## src/hdl/pfb_pkg.sv

```systemverilog
`default_nettype none
// ----------------------------------------------------------------------------
// pfb_pkg: shared types and constants of the page framebuffer blitter
// Action codes, register indexes, beat structs and controller/datapath links.
// ----------------------------------------------------------------------------
package pfb_pkg;

	localparam int unsigned STORE_BYTES_DEF = 1024;
	localparam int unsigned PIX_ADDR_W      = 12;
	localparam int unsigned CFG_IDX_W       = 1;
	localparam int unsigned CFG_DATA_W      = 8;

	localparam logic [2:0] ACT_PUT        = 3'd0;
	localparam logic [2:0] ACT_START_BLIT = 3'd1;
	localparam logic [2:0] ACT_BLIT_BYTE  = 3'd2;
	localparam logic [2:0] ACT_CLEAR      = 3'd3;
	localparam logic [2:0] ACT_FILL       = 3'd4;
	localparam logic [2:0] ACT_READ       = 3'd5;

	localparam logic [CFG_IDX_W-1:0] REG_FRAME_WIDTH  = 1'd0;
	localparam logic [CFG_IDX_W-1:0] REG_FRAME_HEIGHT = 1'd1;

	localparam logic [7:0] FRAME_WIDTH_RST  = 8'd128;
	localparam logic [6:0] FRAME_HEIGHT_RST = 7'd64;

	typedef struct packed {
		logic [2:0] action;
		logic [7:0] pos_x;
		logic [7:0] pos_y;
		logic       pixel_color;
		logic [7:0] bitmap_width;
		logic [7:0] bitmap_height;
		logic [7:0] bitmap_byte;
		logic [9:0] read_index;
	} item_t;

	typedef struct packed {
		logic [7:0] read_data;
		logic       blit_done;
	} result_t;

	typedef struct packed {
		logic accept;
		logic sweep;
		logic init;
		logic pixel;
		logic read;
		logic finish;
	} dp_cmd_t;

	typedef struct packed {
		logic blit_live;
		logic sweep_last;
		logic step_last;
		logic out_free;
	} dp_sts_t;

endpackage
`default_nettype wire

```

## src/hdl/pfb_ctrl.sv

```systemverilog
`default_nettype none
// ----------------------------------------------------------------------------
// pfb_ctrl: blitter sequencer
// One-hot state machine that steps the datapath through one action at a time.
// ----------------------------------------------------------------------------
module pfb_ctrl (
	input  wire logic             clk,
	input  wire logic             arst_n,
	input  wire logic             item_valid,
	input  wire logic [2:0]       action,
	output logic                  item_stall,
	input  wire pfb_pkg::dp_sts_t sts,
	output pfb_pkg::dp_cmd_t      cmd
);

	typedef enum logic [6:0] {
		ST_INIT   = 7'b0000001,
		ST_IDLE   = 7'b0000010,
		ST_SWEEP  = 7'b0000100,
		ST_PIXEL  = 7'b0001000,
		ST_DRAIN  = 7'b0010000,
		ST_READ   = 7'b0100000,
		ST_FINISH = 7'b1000000
	} state_t;

	state_t state_q;
	state_t state_d;

	always_comb begin
		state_d = state_q;
		case (state_q)
			ST_INIT: begin
				if (sts.sweep_last) state_d = ST_IDLE;
			end
			ST_IDLE: begin
				if (item_valid) begin
					case (action)
						pfb_pkg::ACT_PUT:       state_d = ST_PIXEL;
						pfb_pkg::ACT_BLIT_BYTE: state_d = sts.blit_live ? ST_PIXEL : ST_FINISH;
						pfb_pkg::ACT_CLEAR:     state_d = ST_SWEEP;
						pfb_pkg::ACT_FILL:      state_d = ST_SWEEP;
						pfb_pkg::ACT_READ:      state_d = ST_READ;
						default:                state_d = ST_FINISH;
					endcase
				end
			end
			ST_SWEEP: begin
				if (sts.sweep_last) state_d = ST_FINISH;
			end
			ST_PIXEL: begin
				if (sts.step_last) state_d = ST_DRAIN;
			end
			ST_DRAIN:  state_d = ST_FINISH;
			ST_READ:   state_d = ST_FINISH;
			ST_FINISH: begin
				if (sts.out_free) state_d = ST_IDLE;
			end
			default:   state_d = ST_IDLE;
		endcase
	end

	always_ff @(posedge clk or negedge arst_n) begin
		if (!arst_n) state_q <= ST_INIT;
		else         state_q <= state_d;
	end

	assign item_stall = (state_q != ST_IDLE);

	always_comb begin
		cmd        = '0;
		cmd.accept = (state_q == ST_IDLE) && item_valid;
		cmd.sweep  = (state_q == ST_INIT) || (state_q == ST_SWEEP);
		cmd.init   = (state_q == ST_INIT);
		cmd.pixel  = (state_q == ST_PIXEL);
		cmd.read   = (state_q == ST_READ);
		cmd.finish = (state_q == ST_FINISH) && sts.out_free;
	end

endmodule
`default_nettype wire

```

## config.mk

```make
export PLATFORM = sky130hd
export DESIGN_NAME = pfb_ctrl
export DESIGN_NICKNAME = d
export VERILOG_FILES = /design/src/hdl/pfb_pkg.sv /design/src/hdl/pfb_ctrl.sv
export SDC_FILE = /design/constraint.sdc
export NUM_CORES = 1
export LEC_CHECK = 0
export CORE_AREA = 2 2 39 41
export CTS_CLUSTER_SIZE = 20
export DETAILED_ROUTE_END_ITERATION = 7
export DIE_AREA = 0 0 41 43
export DONT_BUFFER_PORTS = 1
export SLEW_MARGIN = 20
export SYNTH_ARGS = -nofsm -noshare
export SYNTH_HDL_FRONTEND = slang
export SYNTH_SLANG_ARGS = --single-unit
```

## constraint.sdc

```tcl
create_clock -name clk -period 2.85 [get_ports clk]
set_input_delay 0 -clock clk [delete_from_list [all_inputs] [get_ports clk]]
set_output_delay 0 -clock clk [all_outputs]
set_load 0.005 [all_outputs]
```

==> results.yml, run 1 <==
yosys:
  synth-seq-cells: 7
  synth.distinct_cells: 31
  synth_commonest_cells: "dfrtp_1, nor2_1, nor3_1"
  post-synth-top-count-cell: "dfrtp_1"
  synth_top_cell_by_area: "dfrtp_1"
  synth-edff-count: 0
  syn_inst: 58
  synthesis.area_sq_um: 517
  yosys_warnings: 0
  synth_top_area_share_pct: 29.1
  syn_nets: 68
  ys_seq_area_share_pct: 34.1
  yosys_most_used_dff: "dfrtp_1"
  async_reset_ff_share_pct: 100
  ys_top_cells_by_area: "dfrtp_1, dfstp_2, nor3_1"
  avgSynthCellArea_sq_um: 8.91
route:
  wl_um: 1160
  wire_per_inst_um: 13.7
  remaining_drc_errors: 0
  final_antenna_net_count: 0
  initialDrtViolationCount: 11
  via_per_inst: 5.66
  dr_total_vias: 481
  first_pass_iters: 4
sta:
  relSlewSlack_pct: 69.6
  finalSetupViolCount: 0
  worstMarginPinSlew_ns: 0.450
  rsz0062_at_grt: "no"
  hold_viol: 0
  whs_ns: 0.00331
  finalMaxSlewViolations: 0
  tns_ns: 0
  fin_skew_ns: 0.00509
  fmax_mhz: 437
  fin_crit_sh_pct: 80.3
  min_period_ns: 2.29
floorplanning:
  dieHeight_um: 43
  start_util_pct: 37.3
  rows: 14
  die_area_sq_um: 1760
  core_sq_um: 1380
  die_w_um: 41
  ios: 17
setup_path:
  worst_setup_path_start_kind: "flip-flop"
  r2r_cells: 5
  worstSetupEndpointType: "flip-flop"
  reg2reg_to: "state_q[3]"
  critical_path_class: "flip-flop to flip-flop"
  r2r_start: "state_q[4]"
  critPathMaxFanout: 6
  worstPathRequired_ns: 3.05
  reg2reg_slack_ns: 0.56
  critPathArrivalTime_ns: 2.49
cells_and_area:
  finalNonFillerCells: 85
  n_antenna_cell: 0
  nFillCells: 135
  nets: 80
  reg_top3: "state_q (7)"
  largest_reg_flops: 7
  top_register: "state_q"
  area_delta_synth_final_pct: 22.3
  layout-drive-gt1-share_pct: 14.5
  utilization_pct: 45.7
grt:
  grt_pass1_wl_um: 1930
  grt_max_degree: 10
  antenna_found_initial: 0
  grt_overflow: 0
  grt.total_usage_pct: 16.7
  grt_pass1_vias: 445
worst_hold_path:
  min_from: "item_valid"
  hold_path_end: "state_q[2]"
  hold_depth: 2
  hp-class: "primary input to flip-flop"
cts:
  clk_latency_ns: 0.26
  clk_path_buf_depth: 2
  clock-root-buffer: "clkbuf_4"
  path_clk_slew_ns: 0.05
  cts.sinks: 7
  cts_buffers: 3
  post_cts_buffers: 0
  cts_tree: "yes"
  htreeDepth: 1
placed_design:
  dp.cells: 72
  gp_congestion: 0.764
  portBuffers: 0
  hpwl_um: 793
power:
  p_leak_nw: 0.270
  vdd_ir_drop_max_v: 0.000277
  powerDensity_nw_per_um2: 647
job:
  maxCapViolCount: 0
outcome:
  status: "finished, final reports clean"
[cells in the final DEF (no fill, tap or decap), types with 2 or more instances in the layout]
cell type / count
o22ai_1: 2
nand2b_1: 2
or4_4: 2
dfrtp_1: 6
a21oi_1: 2
nor3_1: 5
and3_1: 2
nor3b_1: 3
nor2_1: 5
clkbuf_4: 3
inv_1: 4
dlygate4sd3_1: 9
nand2_1: 3
nor2b_1: 3
[report_power, final]
part / switching [mW] / total (mW) / leakage [nW] / internal (mW)
sequential: 0.0331 / 0.150 / 0.0897 / 0.117
combinational: 0.0881 / 0.163 / 0.165 / 0.0745
clock: 0.0429 / 0.0967 / 0.0150 / 0.0538
total: 0.164 / 0.409 / 0.270 / 0.245
[layer usage]
layer | global-route usage [%] | up-vias | part of all wire, %
met3 | 7.85 | 4 | 8.8
met1 | 20.1 | 218 | 41
li1 | - | 239 | -
met5 | 0 | - | 0
met2 | 23.1 | 20 | 48
met4 | 10.0 | 0 | 2.1
[metrics by stage]
step | cell area [sq um] | total power [mW] | setup WS [ns]
CTS | 632 | 0.410 | 0.569
finish | 632 | 0.409 | 0.561
detailed placement | 515 | 0.297 | 1.05
global route | 632 | 0.438 | 0.444
floorplan | 517 | 0.281 | 1.11
global placement | 515 | 0.296 | 1.06
[logic make-up (layout without fill, tap and decap cells)]
kind of cell / count (synthesis) / count (layout) / synth area share [%]
AO/OA/AOI/OAI: 10 / 10 / 15.3
XOR/XNOR: 2 / 2 / 3.39
buffers and inverters: 6 / 17 / 7.02
flip-flops: 7 / 7 / 34.1
AND/OR/NAND/NOR: 33 / 33 / 40.2
[worst max-delay path: stages, from the launching register on]
cell and delay, ns:
dfrtp_1 0.42, or4_4 0.59, nor3_2 0.20, nand2_1 0.15, o41ai_2 0.27, dlygate4sd3_1 0.58
[repair_timing]
action	in CTS	in global routing
hold endpoints to repair	14	0
endpoints found under the setup margin	0	0
hold buffers	9	0
gates resized for setup	0	0
[cell type report]
cell class | count | area, sq um | share of cell area, %
inverters | 4 | 15.0 | 2.38
multi-input cells | 45 | 304 | 48.1
clock buffers | 4 | 26.3 | 4.16
well taps | 16 | 20.0 | 3.17
flip-flops and latches | 7 | 176 | 27.9
repair buffers | 9 | 90.1 | 14.3
[how the worst max path moves through the flow]
stage                     from          to  slack (ns)  depth (start not counted)
floorplan           state_q[4]  state_q[6]        1.11                          4
global placement    state_q[4]  state_q[6]        1.06                          4
detailed placement  state_q[4]  state_q[1]        1.05                          4
CTS                 state_q[4]  state_q[3]        0.57                          5
global route        state_q[4]  state_q[3]        0.44                          5
finish              state_q[4]  state_q[3]        0.56                          5
(Power assumes the default switching activity.)
==> run 2, diff against run 1 <==
Clock period 2.85 ns to 2.3 ns, I/O delays scaled along.
==> run 2 against run 1 <==
Net effect: global-route usage grew 0.42 points; non-clock buffer count grew 2; sequential share of layout area shrank 1.1 points; register-to-register slack lost 0.39 ns; die area is the same; fmax grew 7.4%; critical endpoint is now state_q[5]; largest power group unchanged.
==> results.yml, run 2 (synthesis gave the netlist of run 1 again) <==
placed_design:
  dp.cells: 72
  portBuffers: 0
  place_ws_ns: 0.502
  hpwl_um: 803
  gp_congestion: 0.765
power:
  power.total_mw: 0.524
  p_leak_nw: 0.275
  powerDensity_nw_per_um2: 791
  vdd_ir_drop_max_v: 0.000303
setup_path:
  cpPeakStageDelay_ns: 0.59
  r2r_start: "state_q[4]"
  critPathMaxFanout: 6
  worst_setup_path_start_kind: "flip-flop"
  critPathArrivalTime_ns: 2.33
  reg2reg_slack_ns: 0.17
  worstSetupEndpointType: "flip-flop"
  reg2reg_to: "state_q[5]"
  critPathSlowestCell: "or4_4"
  critical_path_class: "flip-flop to flip-flop"
  worstPathRequired_ns: 2.50
  r2r_cells: 5
  path_cells: "or4_4 > nor3_4 > nand2_2 > nor3_1 > dlygate4sd3_1"
sta:
  fin_skew_ns: 0.00439
  rsz0062_at_grt: "no"
  fin_crit_sh_pct: 92.6
  min_period_ns: 2.13
  relSlewSlack_pct: 69.5
  hold_viol: 0
  whs_ns: 0.0321
  tns_ns: 0
  finalMaxSlewViolations: 0
  worstMarginPinSlew_ns: 0.451
  setup_ws_ns: 0.169
  finalSetupViolCount: 0
  fmax_mhz: 469
floorplanning:
  rows: 14
  die_area_sq_um: 1760
  ios: 17
  start_util_pct: 37.3
  die_w_um: 41
  core_sq_um: 1380
  dieHeight_um: 43
cts:
  clock-root-buffer: "clkbuf_4"
  clk_latency_ns: 0.26
  htreeDepth: 1
  cts.sinks: 7
  cts_tree: "yes"
  cts_buffers: 3
  path_clk_slew_ns: 0.05
  clk_path_buf_depth: 2
route:
  remaining_drc_errors: 0
  dr_total_vias: 484
  via_per_inst: 5.56
  wl_um: 1190
  wire_per_inst_um: 13.7
  initialDrtViolationCount: 19
  first_pass_iters: 4
  final_antenna_net_count: 0
worst_hold_path:
  hold_path_end: "state_q[2]"
  min_from: "action[2]"
  hold_depth: 3
  hp-class: "primary input to flip-flop"
cells_and_area:
  area.sequential_sq_um: 178
  multiInputGateArea_sq_um: 313
  nFillCells: 135
  largest_reg_flops: 7
  layout_commonest_cell: "dlygate4sd3_1"
  n_antenna_cell: 0
  nets: 82
  finalNonFillerCells: 87
  reg_top3: "state_q (7)"
  top_register: "state_q"
  area_delta_synth_final_pct: 28.1
  layout-drive-gt1-share_pct: 16.9
  final_cell_mix: "dlygate4sd3_1, nor3_1, nor2_1, dfrtp_1, inv_1"
grt:
  antenna_found_initial: 0
  use_met1_pct: 20.5
  grt_pass1_vias: 447
  grt_overflow: 0
  grt_max_degree: 10
  grt.total_usage_pct: 17.1
  grt-busiest-layer: "met2"
  grt_use_met2_pct: 24.1
  grt_pass1_wl_um: 1970
  use_met3_pct: 9.42
outcome:
  status: "finished, final reports clean"
job:
  maxCapViolCount: 0
run 2: cell count changes in the layout (fill, tap and decap cells not counted), sizes merged:
| cell | delta |
|---|---|
| dlygate4sd3 | +2 |
run 2: worst max path at each step:
stage,to,start,cells after the start
floorplan,state_q[6],state_q[4],4
detailed placement,state_q[6],state_q[4],4
CTS,state_q[3],state_q[4],5
global route,state_q[5],state_q[4],5
finish,state_q[5],state_q[4],5
global placement,state_q[6],state_q[4],4
run 2: power breakdown:
part           switching (mW)  internal (mW)  total (mW)
Combinational           0.117          0.100       0.217
Clock                  0.0527         0.0667       0.119
Sequential             0.0426          0.144       0.187
Total                   0.212          0.311       0.524
run 2: stage by stage:
stage	utilization, %	instance area (sq um)
CTS	45.7	632
global placement	37.3	515
finish	47.8	662
detailed placement	37.3	515
floorplan	-	517
global route	47.8	662
run 2: worst max-delay path, delay by kind of cell (launching register included):
kind                   cells  cell delay, ns
buffers and inverters      1            0.56
DFF                        1            0.43
and+or+nand+nor            4            1.07
run 2: final cells by class:
cell class,count,area share [%]
Clock buffer,4,3.97
Inverter,4,2.27
Multi-Input combinational cell,45,47.3
Sequential cell,7,26.8
Tap cell,16,3.02
Timing Repair Buffer,11,16.6
run 2: what timing repair did:
action,CTS,global route
hold buffers,9,3
gates resized for setup,0,3
setup buffers,0,0
endpoints found under the hold margin,14,1
setup endpoints to repair,0,1
run 2: layer usage:
metal,share of wire (%),vias to the layer above
met4,1.3,0
met2,52,12
met3,6.2,2
li1,-,239
met5,0,-
met1,41,231
==> run 3, diff against run 2 <==
Settings changed: CTS_BUF_LIST set to sky130_fd_sc_hd__clkbuf_4 sky130_fd_sc_hd__clkbuf_8.
==> run 3 against run 2 <==
Net effect: wire length decreased by 2.1%; non-clock buffer count unchanged; clock skew decreased by 0.0026 ns; die area unchanged; clock power increased by 8%; critical path depth unchanged; core utilization increased by 0.27 points; first-iteration DRC count decreased by 47%; combinational power about the same; power increased by 1.6%; sequential cell count unchanged; count of clock-buffer cells in the layout unchanged.
==> results.yml, run 3 (synthesis gave the netlist of run 1 again) <==
cts:
  cts_tree: "yes"
  path_clk_slew_ns: 0.05
  clk_latency_ns: 0.26
  cts.sinks: 7
  clock-root-buffer: "clkbuf_4"
  clk_path_buf_depth: 2
  cts_buffers: 3
  htreeDepth: 1
route:
  dr_total_vias: 495
  wire_per_inst_um: 13.4
  via_per_inst: 5.69
  wl_um: 1170
  first_pass_iters: 4
  final_antenna_net_count: 0
  remaining_drc_errors: 0
  initialDrtViolationCount: 10
power:
  p_leak_nw: 0.278
  p_sw_share_pct: 39.3
  internal-power_mw: 0.323
  pwr-share-clk_pct: 24.1
  combPwrFrac_pct: 40.9
  vdd_ir_drop_max_v: 0.000299
  powerDensity_nw_per_um2: 799
  switchingPower_mw: 0.209
  seqPwrFrac_pct: 35.0
cells_and_area:
  n_antenna_cell: 0
  nets: 82
  top_register: "state_q"
  layout_commonest_cell: "dlygate4sd3_1"
  fin_area_sq_um: 666
  multiInputGateArea_sq_um: 313
  reg_top3: "state_q (7)"
  largest_reg_flops: 7
  nFillCells: 135
  final_cell_mix: "dlygate4sd3_1, nor3_1, nor2_1, dfrtp_1"
  area_delta_synth_final_pct: 28.8
  area.sequential_sq_um: 178
  layout-drive-gt1-share_pct: 18.3
floorplanning:
  start_util_pct: 37.3
  core_sq_um: 1380
  rows: 14
  die_w_um: 41
  die_area_sq_um: 1760
  dieHeight_um: 43
  ios: 17
sta:
  hold_viol: 0
  fin_crit_sh_pct: 92.7
  finalMaxSlewViolations: 0
  fmax_mhz: 469
  rsz0062_at_grt: "no"
  min_period_ns: 2.13
  tns_ns: 0
  finalSetupViolCount: 0
  worstMarginPinSlew_ns: 0.455
  fin_skew_ns: 0.00181
  relSlewSlack_pct: 69.2
grt:
  grt_pass1_vias: 438
  grt_max_degree: 10
  grt_pass1_wl_um: 1900
  grt.total_usage_pct: 16.6
  grt_overflow: 0
  antenna_found_initial: 0
setup_path:
  crit_path_end: "state_q[5]"
  critPathMaxFanout: 6
  worst_setup_path_start_kind: "flip-flop"
  critPathArrivalTime_ns: 2.33
  r2r_start: "state_q[4]"
  critical_path_class: "flip-flop to flip-flop"
  reg2reg_slack_ns: 0.17
  crit_start: "state_q[4]"
  reg2reg_to: "state_q[5]"
  r2r_cells: 5
  worstSetupEndpointType: "flip-flop"
  worstPathRequired_ns: 2.50
placed_design:
  hpwl_um: 803
  portBuffers: 0
  placed_area_sq_um: 515
  gp_congestion: 0.765
worst_hold_path:
  hp-class: "primary input to flip-flop"
outcome:
  status: "finished, final reports clean"
job:
  maxCapViolCount: 0
## run 3: worst min-delay path by stage
stage	startpoint	to	cells after the start
2_1_floorplan	arst_n	state_q[1]	0
3_3_place_gp	arst_n	state_q[2]	0
3_5_place_dp	arst_n	state_q[2]	0
4_1_cts	action[2]	state_q[2]	3
5_1_grt	action[2]	state_q[2]	3
6_report	action[2]	state_q[2]	3
## run 3: power groups by stage
| stage | logic [mW] | registers [mW] | clock network (mW) |
|---|---|---|---|
| after floorplan | 0.189 | 0.160 | 0 |
| after global placement | 0.180 | 0.186 | 0 |
| after detailed placement | 0.181 | 0.186 | 0 |
| after CTS | 0.200 | 0.184 | 0.136 |
| after global routing | 0.238 | 0.192 | 0.146 |
| final | 0.218 | 0.186 | 0.128 |
## run 3: area by class of cell
cell class	instances	share of cell area (%)
Clock buffer	4	4.51
Inverter	4	2.26
Multi-Input combinational cell	45	47.0
Sequential cell	7	26.7
Tap cell	16	3.01
Timing Repair Buffer	11	16.5
## run 3: per-stage QoR
step | worst slack [ns] | power (mW) | hold slack (ns) | utilization (%) | instances
floorplan | 0.565 | 0.348 | -0.296 | - | 58
detailed placement | 0.502 | 0.368 | -0.295 | 37.3 | 72
global route | 0.115 | 0.576 | 0.0524 | 48.1 | 87
finish | 0.168 | 0.532 | 0.0352 | 48.1 | 87
global placement | 0.508 | 0.367 | -0.295 | 37.3 | 72
CTS | 0.0275 | 0.520 | 0.0235 | 45.9 | 85
## run 3: critical path: stages (launching register included)
cell	delay, ns
dfrtp_2	0.43
or4_4	0.59
nor3_4	0.20
nand2_2	0.11
nor3_1	0.17
dlygate4sd3_1	0.56
## run 3: routing by layer
layer	vias up	GRT usage, %	share of wire (%)
li1	238	-	-
met1	230	20.5	39
met2	25	22.5	51
met3	2	9.42	8.3
met4	0	8.00	1.0
met5	-	0	0
## run 3: timing repair
action | in CTS | in global routing
setup buffers | 0 | 0
gates resized for setup | 0 | 3
hold buffers | 9 | 3
hold endpoints to repair | 14 | 1
setup endpoints to repair | 0 | 1
